[config.mk]
export PLATFORM = sky130hd
export DESIGN_NAME = nicd_charge_controller
export DESIGN_NICKNAME = d
export VERILOG_FILES = /design/src/rtl/ncc_pkg.sv /design/src/rtl/ncc_window_mem.sv /design/src/rtl/ncc_core.sv /design/src/rtl/nicd_charge_controller.sv
export SDC_FILE = /design/constraint.sdc
export NUM_CORES = 1
export LEC_CHECK = 0
export ABC_AREA = 1
export BUFFER_PORTS_ARGS = -buffer_cell sky130_fd_sc_hd__buf_2
export CORE_UTILIZATION = 50
export CTS_CLUSTER_SIZE = 10
export DETAILED_ROUTE_END_ITERATION = 7
export GPL_ROUTABILITY_DRIVEN = 1
export PLACE_DENSITY = 0.64
export SLEW_MARGIN = 20
export SYNTH_ARGS = -nofsm -noshare
export SYNTH_HDL_FRONTEND = slang
export SYNTH_SLANG_ARGS = --single-unit
[constraint.sdc]
create_clock -name i_clk -period 18.2 [get_ports i_clk]
set_input_delay 2.73 -clock i_clk [delete_from_list [all_inputs] [get_ports i_clk]]
set_output_delay 2.73 -clock i_clk [all_outputs]
set_load 0.03 [all_outputs]
[src/rtl/ncc_pkg.sv]
// Shared types and constants for the NiCd charge controller.
// No dependencies; imported by every module of the block.
package ncc_pkg;

    localparam int SAMPLE_W      = 10;
    localparam int TICK_W        = 16;
    localparam int CFG_IDX_W     = 2;
    localparam int CFG_DATA_W    = 16;
    localparam int AVG_DEPTH_DEF = 32;

    localparam logic [SAMPLE_W-1:0] HIGH_LIMIT_RST = 10'd818;
    localparam logic [SAMPLE_W-1:0] LOW_LIMIT_RST  = 10'd102;
    localparam logic [SAMPLE_W-1:0] DROP_LIMIT_RST = 10'd61;
    localparam logic [TICK_W-1:0]   TIMEOUT_RST    = 16'd10800;

    typedef enum logic [1:0] {
        MODE_WAIT_BATT   = 2'd0,
        MODE_WAIT_UNPLUG = 2'd1,
        MODE_CHARGING    = 2'd2
    } t_mode;

    typedef enum logic [1:0] {
        CAUSE_NONE    = 2'd0,
        CAUSE_DELTA   = 2'd1,
        CAUSE_TIMEOUT = 2'd2,
        CAUSE_UNPLUG  = 2'd3
    } t_cause;

    typedef enum logic {
        OP_SAMPLE = 1'b0,
        OP_TICK   = 1'b1
    } t_op;

    typedef enum logic [CFG_IDX_W-1:0] {
        CFG_HIGH_LIMIT = 2'd0,
        CFG_LOW_LIMIT  = 2'd1,
        CFG_DROP_LIMIT = 2'd2,
        CFG_TIMEOUT    = 2'd3
    } t_cfg_idx;

    typedef struct packed {
        logic [SAMPLE_W-1:0] high_limit;
        logic [SAMPLE_W-1:0] low_limit;
        logic [SAMPLE_W-1:0] drop_limit;
        logic [TICK_W-1:0]   timeout;
    } t_cfg;

    typedef struct packed {
        logic   charge_on;
        logic   led_on;
        t_mode  mode;
        t_cause end_cause;
    } t_result;

endpackage

[src/rtl/ncc_window_mem.sv]
// Moving-average sample window: one write port, one registered read port.
// Depends on ncc_pkg for the sample width.
module ncc_window_mem import ncc_pkg::*; #(
    parameter int AVG_DEPTH = AVG_DEPTH_DEF
) (
    input  logic                         i_clk,
    input  logic                         i_rd_en,
    input  logic [$clog2(AVG_DEPTH)-1:0] i_rd_addr,
    output logic [SAMPLE_W-1:0]          o_rd_data,
    input  logic                         i_wr_en,
    input  logic [$clog2(AVG_DEPTH)-1:0] i_wr_addr,
    input  logic [SAMPLE_W-1:0]          i_wr_data
);

    logic [SAMPLE_W-1:0] r_mem [AVG_DEPTH];
    logic [SAMPLE_W-1:0] r_rd_data;

    always_ff @(posedge i_clk) begin
        if (i_wr_en) begin
            r_mem[i_wr_addr] <= i_wr_data;
        end
    end

    always_ff @(posedge i_clk) begin
        if (i_rd_en) begin
            r_rd_data <= r_mem[i_rd_addr];
        end
    end

    assign o_rd_data = r_rd_data;

endmodule

[src/rtl/ncc_core.sv]
// Charge state machine, running sum, peak tracking and tick timer.
// Depends on ncc_pkg; reads and writes the window held in ncc_window_mem.
module ncc_core import ncc_pkg::*; #(
    parameter int AVG_DEPTH = AVG_DEPTH_DEF
) (
    input  logic                         i_clk,
    input  logic                         i_rst_n,
    input  logic                         i_commit,
    input  t_op                          i_operation,
    input  logic [SAMPLE_W-1:0]          i_sample,
    input  t_cfg                         i_cfg,
    input  logic [SAMPLE_W-1:0]          i_rd_data,
    output logic                         o_wr_en,
    output logic [$clog2(AVG_DEPTH)-1:0] o_wr_addr,
    output logic [SAMPLE_W-1:0]          o_wr_data,
    output logic [$clog2(AVG_DEPTH)-1:0] o_next_ptr,
    output t_result                      o_result
);

    localparam int PTR_W   = $clog2(AVG_DEPTH);
    localparam int SUM_W   = SAMPLE_W + PTR_W;
    localparam int SHIFT   = SUM_W + PTR_W;
    localparam int RECIP_W = SUM_W + 1;
    localparam int PROD_W  = SUM_W + RECIP_W;
    // ceil(2^SHIFT / depth): exact floor division for any SUM_W-bit sum
    localparam logic [63:0] RECIP64 =
        ((64'd1 << SHIFT) + 64'(AVG_DEPTH) - 64'd1) / 64'(AVG_DEPTH);
    localparam logic [RECIP_W-1:0] RECIP = RECIP_W'(RECIP64);
    localparam logic [PTR_W-1:0]   PTR_LAST = PTR_W'(AVG_DEPTH - 1);

    t_mode                r_mode,  n_mode;
    logic [PTR_W-1:0]     r_ptr,   n_ptr;
    logic [SUM_W-1:0]     r_sum,   n_sum;
    logic [SAMPLE_W-1:0]  r_peak,  n_peak;
    logic [TICK_W-1:0]    r_tick,  n_tick;
    logic                 r_charge, n_charge;
    logic                 r_led,   n_led;
    logic [AVG_DEPTH-1:0] r_valid, n_valid;
    t_cause               w_cause;
    logic                 w_push;

    logic                present;
    logic [SAMPLE_W-1:0] w_old;
    logic [SUM_W-1:0]    w_sum_new;
    logic [PROD_W-1:0]   w_prod;
    logic [SAMPLE_W-1:0] w_avg;
    logic [SAMPLE_W-1:0] w_peak_new;
    logic                w_drop;
    logic [TICK_W-1:0]   w_tick_inc;
    logic [PTR_W-1:0]    w_ptr_inc;

    assign present    = (i_sample > i_cfg.high_limit) || (i_sample < i_cfg.low_limit);
    // entries not written since the charge began read as zero
    assign w_old      = r_valid[r_ptr] ? i_rd_data : '0;
    assign w_sum_new  = r_sum - SUM_W'(w_old) + SUM_W'(i_sample);
    assign w_prod     = PROD_W'(w_sum_new) * PROD_W'(RECIP);
    assign w_avg      = w_prod[SHIFT +: SAMPLE_W];
    assign w_peak_new = (w_avg > r_peak) ? w_avg : r_peak;
    assign w_drop     = (w_peak_new - w_avg) > i_cfg.drop_limit;
    assign w_tick_inc = r_tick + 1'b1;
    assign w_ptr_inc  = (r_ptr == PTR_LAST) ? '0 : r_ptr + 1'b1;

    always_ff @(posedge i_clk) begin
        if (!i_rst_n) begin
            r_mode   <= MODE_WAIT_BATT;
            r_ptr    <= '0;
            r_sum    <= '0;
            r_peak   <= '0;
            r_tick   <= '0;
            r_charge <= 1'b0;
            r_led    <= 1'b0;
            r_valid  <= '0;
        end else begin
            r_mode   <= n_mode;
            r_ptr    <= n_ptr;
            r_sum    <= n_sum;
            r_peak   <= n_peak;
            r_tick   <= n_tick;
            r_charge <= n_charge;
            r_led    <= n_led;
            r_valid  <= n_valid;
        end
    end

    always_comb begin
        n_mode   = r_mode;
        n_ptr    = r_ptr;
        n_sum    = r_sum;
        n_peak   = r_peak;
        n_tick   = r_tick;
        n_charge = r_charge;
        n_led    = r_led;
        n_valid  = r_valid;
        w_cause  = CAUSE_NONE;
        w_push   = 1'b0;
        if (i_commit) begin
            if (i_operation == OP_SAMPLE) begin
                case (r_mode)
                    MODE_WAIT_UNPLUG: begin
                        if (!present) begin
                            n_mode = MODE_WAIT_BATT;
                        end
                    end
                    MODE_CHARGING: begin
                        if (present) begin
                            w_push         = 1'b1;
                            n_sum          = w_sum_new;
                            n_peak         = w_peak_new;
                            n_ptr          = w_ptr_inc;
                            n_valid[r_ptr] = 1'b1;
                            if (w_drop) begin
                                n_charge = 1'b0;
                                n_mode   = MODE_WAIT_UNPLUG;
                                w_cause  = CAUSE_DELTA;
                            end
                        end else begin
                            n_charge = 1'b0;
                            n_mode   = MODE_WAIT_BATT;
                            w_cause  = CAUSE_UNPLUG;
                        end
                    end
                    default: begin
                        if (present) begin
                            // new charge: window restarts empty
                            n_peak   = '0;
                            n_tick   = '0;
                            n_valid  = '0;
                            n_ptr    = '0;
                            n_sum    = '0;
                            n_charge = 1'b1;
                            n_mode   = MODE_CHARGING;
                        end else begin
                            n_mode = MODE_WAIT_BATT;
                        end
                    end
                endcase
            end else begin
                case (r_mode)
                    MODE_CHARGING: begin
                        n_tick = w_tick_inc;
                        if (w_tick_inc == i_cfg.timeout) begin
                            n_charge = 1'b0;
                            n_mode   = MODE_WAIT_UNPLUG;
                            w_cause  = CAUSE_TIMEOUT;
                            n_led    = ~r_led;
                        end else begin
                            n_led = 1'b1;
                        end
                    end
                    MODE_WAIT_UNPLUG: begin
                        n_led = ~r_led;
                    end
                    default: begin
                        n_mode = MODE_WAIT_BATT;
                        n_led  = 1'b0;
                    end
                endcase
            end
        end
    end

    assign o_wr_en    = w_push;
    assign o_wr_addr  = r_ptr;
    assign o_wr_data  = i_sample;
    assign o_next_ptr = n_ptr;

    assign o_result.charge_on = n_charge;
    assign o_result.led_on    = n_led;
    assign o_result.mode      = n_mode;
    assign o_result.end_cause = w_cause;

endmodule

[src/rtl/nicd_charge_controller.sv]
// NiCd charge controller with negative delta-V termination.
// Flow: an accepted request waits in the s1 register, commits into the output
// register once that is free, and one request per cycle is taken while the output
// is not stalled; the window read is issued at accept, a charging sample's write at commit.
// Reset: synchronous, active low; control and config registers return to defaults, the window
// is empty at once through per-entry valid flags (no clearing pass).
module nicd_charge_controller import ncc_pkg::*; #(
    parameter int AVG_DEPTH = AVG_DEPTH_DEF
) (
    input  logic                  i_clk,
    input  logic                  i_rst_n,
    input  logic                  i_in_valid,
    output logic                  o_in_ready,
    input  logic                  i_operation,
    input  logic [SAMPLE_W-1:0]   i_sample,
    output logic                  o_out_valid,
    input  logic                  i_out_ready,
    output logic                  o_charge_on,
    output logic                  o_led_on,
    output logic [1:0]            o_mode,
    output logic [1:0]            o_end_cause,
    input  logic                  i_cfg_we,
    input  logic [CFG_IDX_W-1:0]  i_cfg_index,
    input  logic [CFG_DATA_W-1:0] i_cfg_data
);

    localparam int PTR_W = $clog2(AVG_DEPTH);

    t_cfg                r_cfg;
    logic                r_s1_valid;
    t_op                 r_s1_op;
    logic [SAMPLE_W-1:0] r_s1_sample;
    logic                r_out_valid;
    t_result             r_out;

    logic                w_out_free;
    logic                w_commit;
    logic                w_in_acc;
    t_result             w_result;
    logic [PTR_W-1:0]    w_next_ptr;
    logic [SAMPLE_W-1:0] w_rd_data;
    logic                w_wr_en;
    logic [PTR_W-1:0]    w_wr_addr;
    logic [SAMPLE_W-1:0] w_wr_data;

    always_ff @(posedge i_clk) begin
        if (!i_rst_n) begin
            r_cfg.high_limit <= HIGH_LIMIT_RST;
            r_cfg.low_limit  <= LOW_LIMIT_RST;
            r_cfg.drop_limit <= DROP_LIMIT_RST;
            r_cfg.timeout    <= TIMEOUT_RST;
        end else if (i_cfg_we) begin
            case (t_cfg_idx'(i_cfg_index))
                CFG_HIGH_LIMIT: r_cfg.high_limit <= i_cfg_data[SAMPLE_W-1:0];
                CFG_LOW_LIMIT:  r_cfg.low_limit  <= i_cfg_data[SAMPLE_W-1:0];
                CFG_DROP_LIMIT: r_cfg.drop_limit <= i_cfg_data[SAMPLE_W-1:0];
                CFG_TIMEOUT:    r_cfg.timeout    <= i_cfg_data[TICK_W-1:0];
                default: ;
            endcase
        end
    end

    assign w_out_free = !r_out_valid || i_out_ready;
    assign w_commit   = r_s1_valid && w_out_free;
    assign o_in_ready = !r_s1_valid || w_commit;
    assign w_in_acc   = i_in_valid && o_in_ready;

    always_ff @(posedge i_clk) begin
        if (!i_rst_n) begin
            r_s1_valid <= 1'b0;
        end else if (w_in_acc) begin
            r_s1_valid <= 1'b1;
        end else if (w_commit) begin
            r_s1_valid <= 1'b0;
        end
    end

    always_ff @(posedge i_clk) begin
        if (w_in_acc) begin
            r_s1_op     <= t_op'(i_operation);
            r_s1_sample <= i_sample;
        end
    end

    always_ff @(posedge i_clk) begin
        if (!i_rst_n) begin
            r_out_valid <= 1'b0;
        end else if (w_commit) begin
            r_out_valid <= 1'b1;
        end else if (i_out_ready) begin
            r_out_valid <= 1'b0;
        end
    end

    always_ff @(posedge i_clk) begin
        if (w_commit) begin
            r_out <= w_result;
        end
    end

    // read address is the pointer as it stands once the item ahead commits
    ncc_window_mem #(
        .AVG_DEPTH (AVG_DEPTH)
    ) u_window_mem (
        .i_clk     (i_clk),
        .i_rd_en   (w_in_acc),
        .i_rd_addr (w_next_ptr),
        .o_rd_data (w_rd_data),
        .i_wr_en   (w_wr_en),
        .i_wr_addr (w_wr_addr),
        .i_wr_data (w_wr_data)
    );

    ncc_core #(
        .AVG_DEPTH (AVG_DEPTH)
    ) u_core (
        .i_clk       (i_clk),
        .i_rst_n     (i_rst_n),
        .i_commit    (w_commit),
        .i_operation (r_s1_op),
        .i_sample    (r_s1_sample),
        .i_cfg       (r_cfg),
        .i_rd_data   (w_rd_data),
        .o_wr_en     (w_wr_en),
        .o_wr_addr   (w_wr_addr),
        .o_wr_data   (w_wr_data),
        .o_next_ptr  (w_next_ptr),
        .o_result    (w_result)
    );

    assign o_out_valid = r_out_valid;
    assign o_charge_on = r_out.charge_on;
    assign o_led_on    = r_out.led_on;
    assign o_mode      = r_out.mode;
    assign o_end_cause = r_out.end_cause;

endmodule

After elaboration in Yosys (flattened, before gate mapping)

Memory sizes are Yosys's and may differ from the RTL's. A register that Yosys moved wholly into a read port is not among the register bits.
Index checks and enable logic that the tools add are counted.

Memory bits (writable): 320
Memories: 1
Input port bits: 34
Flip-flop bits (word level): 147
Logic and storage cells: 126

Memory list:

| memory             | words | bits a word | read ports | clocked after Yosys merged registers in | wr ports | RTL line             | text |
|---|---|---|---|---|---|---|---|
| u_window_mem.r_mem | 32    | 10          | 1          | 1                                       | 1        | ncc_window_mem.sv:15 | `logic [SAMPLE_W-1:0] r_mem [AVG_DEPTH];` |

Mux-type cells: 62
Bitwise logic cells: 4
Equality and inequality tests: 9
Reductions and logical operators: 19
Add/subtract/negate cells: 5
Magnitude comparators: 6

Operators by type and width:

| cell                    | number |
|---|---|
| $mux W16                | 4 |
| $mux W32                | 2 |
| $pmux W32 S2            | 1 |
| $mux W10                | 4 |
| $or A32 B32 Y32         | 1 |
| $gt A10 B10 Y1          | 3 |
| $mux W15                | 2 |
| $pmux W15 S2            | 1 |
| $mux W5                 | 5 |
| $mux W2                 | 12 |
| $mux W1                 | 23 |
| $pmux W10 S2            | 1 |
| $add A16 B1 Y16 const B | 1 |
| $eq A16 B16 Y1          | 1 |
| $add A15 B10 Y15        | 1 |
| $sub A15 B10 Y15        | 1 |
| $lt A10 B10 Y1          | 1 |
| $pmux W5 S2             | 1 |
| $sub A10 B10 Y10        | 1 |
| $pmux W2 S2             | 2 |
| $reduce_and A2 Y1       | 4 |
| $reduce_and A4 Y1       | 2 |
| $eq A2 B2 Y1 const B    | 3 |
| $lt A5 B6 Y1 const B    | 1 |
| 15 further kinds        | 27 |

Logic depth before layout (Yosys ltp)

Word-level depth: 14
Depth in mapped cells: 64

Cells and area by module

A second synthesis with hierarchy kept.

Cell total of the unflattened synthesis: 2548
Area total of the unflattened synthesis: 23124.7 um2

By module, submodules not included:

| module                 | seq. area each (um2) | area each (um2) | times used | cells an instance |
|---|---|---|---|---|
| ncc_window_mem         | 9909.5               | 13430.4         | 1          | 1140 |
| ncc_core               | 1641.6               | 7254.5          | 1          | 1117 |
| nicd_charge_controller | 1471.4               | 2439.8          | 1          | 291 |

Worst setup path before layout

No wires, ideal clock.

Kind: register to register
From: register u_core.r_ptr[0] (netlist: u_core.o_wr_addr[0])
To: register r_out (netlist bit o_charge_on) (data pin)
Setup slack: 10048 ps
Path buffers: 3
Arrival time: 7893 ps
Library setup time: 259 ps
Cell stages (with the launch flop): 54
Cells stage by stage: dfxtp_1 > clkinv_1 > clkbuf_1 > o21ai_0 > a21oi_1 > nor4_1 > and2_1 > clkbuf_1 > nor2_1 > fa_1 > inv_1 > ha_1 > a21oi_1 > nand2_1 > nand2_1 > nand2_1 > a21oi_1 > o21ai_0 > [... 18 more ...] > a21oi_1 > o21bai_1 > nand2_1 > nand2_1 > a21oi_1 > xor2_1 > ha_1 > nand2_1 > inv_1 > nand3_1 > nor3_1 > o21ai_0 > o2111ai_1 > nand2_1 > nand3_1 > nand3_1 > a22oi_1 > nand2_1

Word-level cells in the longest chain between the ends: 14

RTL lines:

| element                         | RTL line                     | text |
|---|---|---|
| start: declaration              | ncc_core.sv:32               | `logic [PTR_W-1:0] r_ptr, n_ptr;` |
| start signal: assignment        | ncc_core.sv:75               | `r_ptr <= n_ptr;` |
| $bmux W1 S5 *                   | ncc_core.sv:54               | `assign w_old = r_valid[r_ptr] ? i_rd_data : '0;` |
| $mux W1 (implied by the code) * | ncc_core.sv:54               |  |
| $mux W10 *                      | ncc_core.sv:54               |  |
| $sub A15 B10 Y15 *              | ncc_core.sv:55               | `assign w_sum_new = r_sum - SUM_W'(w_old) + SUM_W'(i_sample);` |
| $add A15 B10 Y15 *              | ncc_core.sv:55               |  |
| $gt A10 B10 Y1                  | ncc_core.sv:58               | `assign w_peak_new = (w_avg > r_peak) ? w_avg : r_peak;` |
| $mux W10                        | ncc_core.sv:58               |  |
| $sub A10 B10 Y10 *              | ncc_core.sv:59               | `assign w_drop = (w_peak_new - w_avg) > i_cfg.drop_limit;` |
| $gt A10 B10 Y1 *                | ncc_core.sv:59               |  |
| $mux W1 *                       | ncc_core.sv:111              | `if (w_drop) begin` |
| $mux W1 *                       | ncc_core.sv:105              | `if (present) begin` |
| $pmux W1 S2 *                   | ncc_core.sv:98               | `case (r_mode)` |
| $mux W1 *                       | ncc_core.sv:97               | `if (i_operation == OP_SAMPLE) begin` |
| $mux W1 *                       | ncc_core.sv:96               | `if (i_commit) begin` |
| named net u_core.n_charge       | ncc_core.sv:36               | `logic r_charge, n_charge;` |
| end signal: assignment          | nicd_charge_controller.sv:97 | `r_out <= w_result;` |
| end: declaration                | nicd_charge_controller.sv:34 | `t_result r_out;` |

Mark *: on every way through the listed nets, which the timed path passes. The rest lies on a longest branch. The select of a mux whose other input is x is not followed.
A chain may end at the register's enable or synchronous reset.

Worst setup path in the final report

Ends and elaborated chain as after synthesis.

==> impl_metrics.json <==
{
  "seq_area_frac_synth_pct": 54.96,
  "std_cell_rows": 79,
  "num-nets-final": 2734,
  "cts_made_buffers": 55,
  "synthesis.instances": 2598,
  "clock_latency_reported_for_the_late_side_of_the_worst_skew_pair_ns": 0.63,
  "clock-skew-final_ns": 0.04123,
  "finalWirelength_mm": 60.32,
  "antenna-diode-count": 0,
  "cts_buffer_depth": 3,
  "drt_first_iter_violations": 1769,
  "max_stage_delay_ns": 0.81,
  "synth.yosys.warnings": 0,
  "post_drt_wl_per_cell_um": 18.53,
  "tritoncts_clock_tree": "built",
  "worstSetupStartpoint": "u_core.o_wr_addr[0]$_SDFF_PN0_",
  "grt_remaining_overflow": 0,
  "timing_worst_slew_pin_value_ns": 1.102,
  "finalHoldViolCount": 0,
  "groute.usage.overall_pct": 25.47,
  "leakage_nw": 10.51,
  "chipHeight_um": 219.7,
  "startpoint_of_the_tightest_hold_check_path": "u_core.r_valid[7]$_SDFFE_PN0P_",
  "status": "finished, final reports clean",
  "worstReg2RegStart": "u_core.o_wr_addr[0]$_SDFF_PN0_",
  "cts.repair_timing.setup_buffer_count": 0,
  "fin_crit_sh_pct": 57.09,
  "detailroute.via_count": 17990,
  "routabilityCongestion": 0.8909,
  "postSynthAreaPerCell_um2": 9.121,
  "dominantRegCellSynth": "edfxtp_1",
  "rsz_0062_raised_after_global_routing": "false",
  "finalHoldWorstSlack_ns": 0.4487,
  "drv_slew": 0,
  "worstPathArrival_ns": 10.74,
  "setup-tns-final_ns": 0,
  "cts.reportedPaths.clkPinSlew_ns": 0.06,
  "boundaryPins": 42,
  "critical_path_class": "flip-flop to flip-flop",
  "synth-async-reset-ratio_pct": 0,
  "netlist_area_um2": 23700,
  "grt_max_degree": 87,
  "clock_sink_count": 477,
  "drive_above_1_share_pct": 7.512,
  "synth_seq_cells": 477,
  "timing.slew.headroom_pct": 26.48,
  "cts_h_tree_depth": 2,
  "core_region_area_um2": 46650,
  "synth.lib_cells_used.distinct": 48,
  "final_setup_viols": 0,
  "max_cap_violations": 0,
  "critical_path.most_common_cell": "nand2_1",
  "grt_pass1_wl_mm": 94.88,
  "initial_standard_cell_utilization_of_the_core_pct": 50.79,
  "min_path_type": "flip-flop to flip-flop",
  "layout_common_cells": "inv_1 (455), nand2_1 (435), nand3_1 (422)",
  "finalWorstPathRequiredPeriod_ns": 10.39,
  "totalPowerFinal_w": 0.002533,
  "antenna_left": 0,
  "dpl.hpwl_mm": 35.95,
  "clock-root-buffer": "clkbuf_16",
  "mappedNetlistNets": 2715,
  "routed_via_density": 5.525,
  "power-per-cell-area_nw_per_um2": 97.21,
  "cts_hold_bufs": 0,
  "fmaxAchievable_mhz": 96.24,
  "remaining_drc_errors": 0,
  "path_max_fanout": 23,
  "cts.repair.resized": 0,
  "mostFrequentLayoutCell": "inv_1",
  "number_of_enable_type_register_cells_in_the_synthesized_netlist": 347,
  "design.die.area_um2": 48270,
  "via_count_of_the_first_global_routing_pass": 17160,
  "critical_path.slowest_cell": "dfxtp_1",
  "area_delta_synth_final_pct": 9.980,
  "antenna_found_initial": 0,
  "required_ns": 18.55,
  "buffer_ports.inserted": 41,
  "vdd_drop_max_v": 0.00009252,
  "first_pass_iters": 6,
  "critical_path_source_type": "flip-flop",
  "critPathCaptureType": "flip-flop",
  "filler_cell_count": 4221,
  "die_width_um": 219.7
}
[where the power goes]
part           leakage [nW]  switching (W)  total [W]  internal, W
Combinational          5.55       0.000229   0.000345     0.000116
Clock                 0.772       0.000427    0.00101     0.000579
Sequential             4.19     0.00000503    0.00118      0.00118
Total                  10.5       0.000661    0.00253      0.00187
[sequential cells by signal, indices dropped and copies added, names as in the netlist, 10 cells and up]
signal                  cells
u_core.r_peak              10
u_window_mem.o_rd_data     10
u_core.r_sum               15
u_core.r_tick              16
u_window_mem.r_mem        320
r_s1_sample                10
u_core.r_valid             32
r_cfg                      46
[worst paths after layout]
kind / to / slack [ns] / depth (start not counted)
worst max register to register: o_charge_on$_DFFE_PP_ / 7.81 / 50
worst max-delay path: o_charge_on$_DFFE_PP_ / 7.81 / 50
worst min-delay path: u_core.r_valid[7]$_SDFFE_PN0P_ / 0.45 / 2
worst min register to register: u_core.r_valid[7]$_SDFFE_PN0P_ / 0.45 / 2
[critical path, delay by kind of cell (launching register included)]
| kind | cells | cell delay, ns |
|---|---|---|
| buffers and inverters | 5 | 1.08 |
| DFF | 1 | 0.81 |
| and+or+nand+nor | 21 | 3.08 |
| AOI/OAI and AO/OA | 17 | 2.98 |
| adders and majority gates | 6 | 2.02 |
| xor gates and xnor gates | 1 | 0.15 |
[layout make-up]
cell class	count	area, um2	area share [%]
inverters	466	1750	6.717
repair buffers	90	573.1	2.199
clock inverters	6	108.9	0.4177
well taps	607	759.5	2.914
multi-input cells	1527	8344	32.02
flip-flops and latches	477	13020	49.97
clock buffers	83	1501	5.761
[through the flow]
stage                     cells  instance area, um2  worst slack, ns  utilization, %
final                      3256               26060            7.810           55.86
after global routing       3256               26060            6.733           55.86
after CTS                  3256               26060            7.941           55.85
after detailed placement   3167               24440            7.972           52.39
after global placement     3167               24440            8.297           52.38
after floorplan            2598               23700            10.05               -
[Yosys cell counts, types with 3 or more instances]
cell	instances	area share [%]
inv_2	3	0.048
clkbuf_1	56	0.89
or2_2	7	0.18
edfxtp_1	347	44
nand2_2	7	0.18
nand3_1	422	8.9
nand3_2	3	0.13
nor3_1	39	0.82
inv_1	456	7.2
xnor2_1	6	0.22
o21ai_1	3	0.063
o21ai_0	79	1.7
a21oi_1	161	3.4
buf_6	13	0.62
nand2_1	436	6.9
nand4_1	12	0.32
a211oi_1	7	0.22
ha_1	72	3.8
dfxtp_1	130	11
nor2_2	4	0.11
o211ai_1	14	0.44
o31ai_1	4	0.13
buf_1	6	0.095
fa_1	11	0.93
o21bai_1	4	0.13
buf_2	51	1.1
clkinv_1	7	0.11
xor2_1	22	0.81
a22oi_1	5	0.16
nor2_1	86	1.4
nand3b_1	102	3.2
[per-layer routing]
metal  up-vias  part of all wire, %  track usage (%)
met5         -                    0                0
met4         0                  2.6            8.161
met3       103                  6.3            3.768
met2       604                   46            40.13
met1      8620                   45            36.13
li1       8663                    -                -
[cell families after synthesis]
logic type,share of synthesized area (%)
AO/OA/AOI/OAI,6.664
adder cells (fa/ha/maj),4.731
XOR/XNOR,1.035
flip-flops,54.96
AND/OR/NAND/NOR,22.49
buffers and inverters,10.12
(Power assumes the default switching activity.)
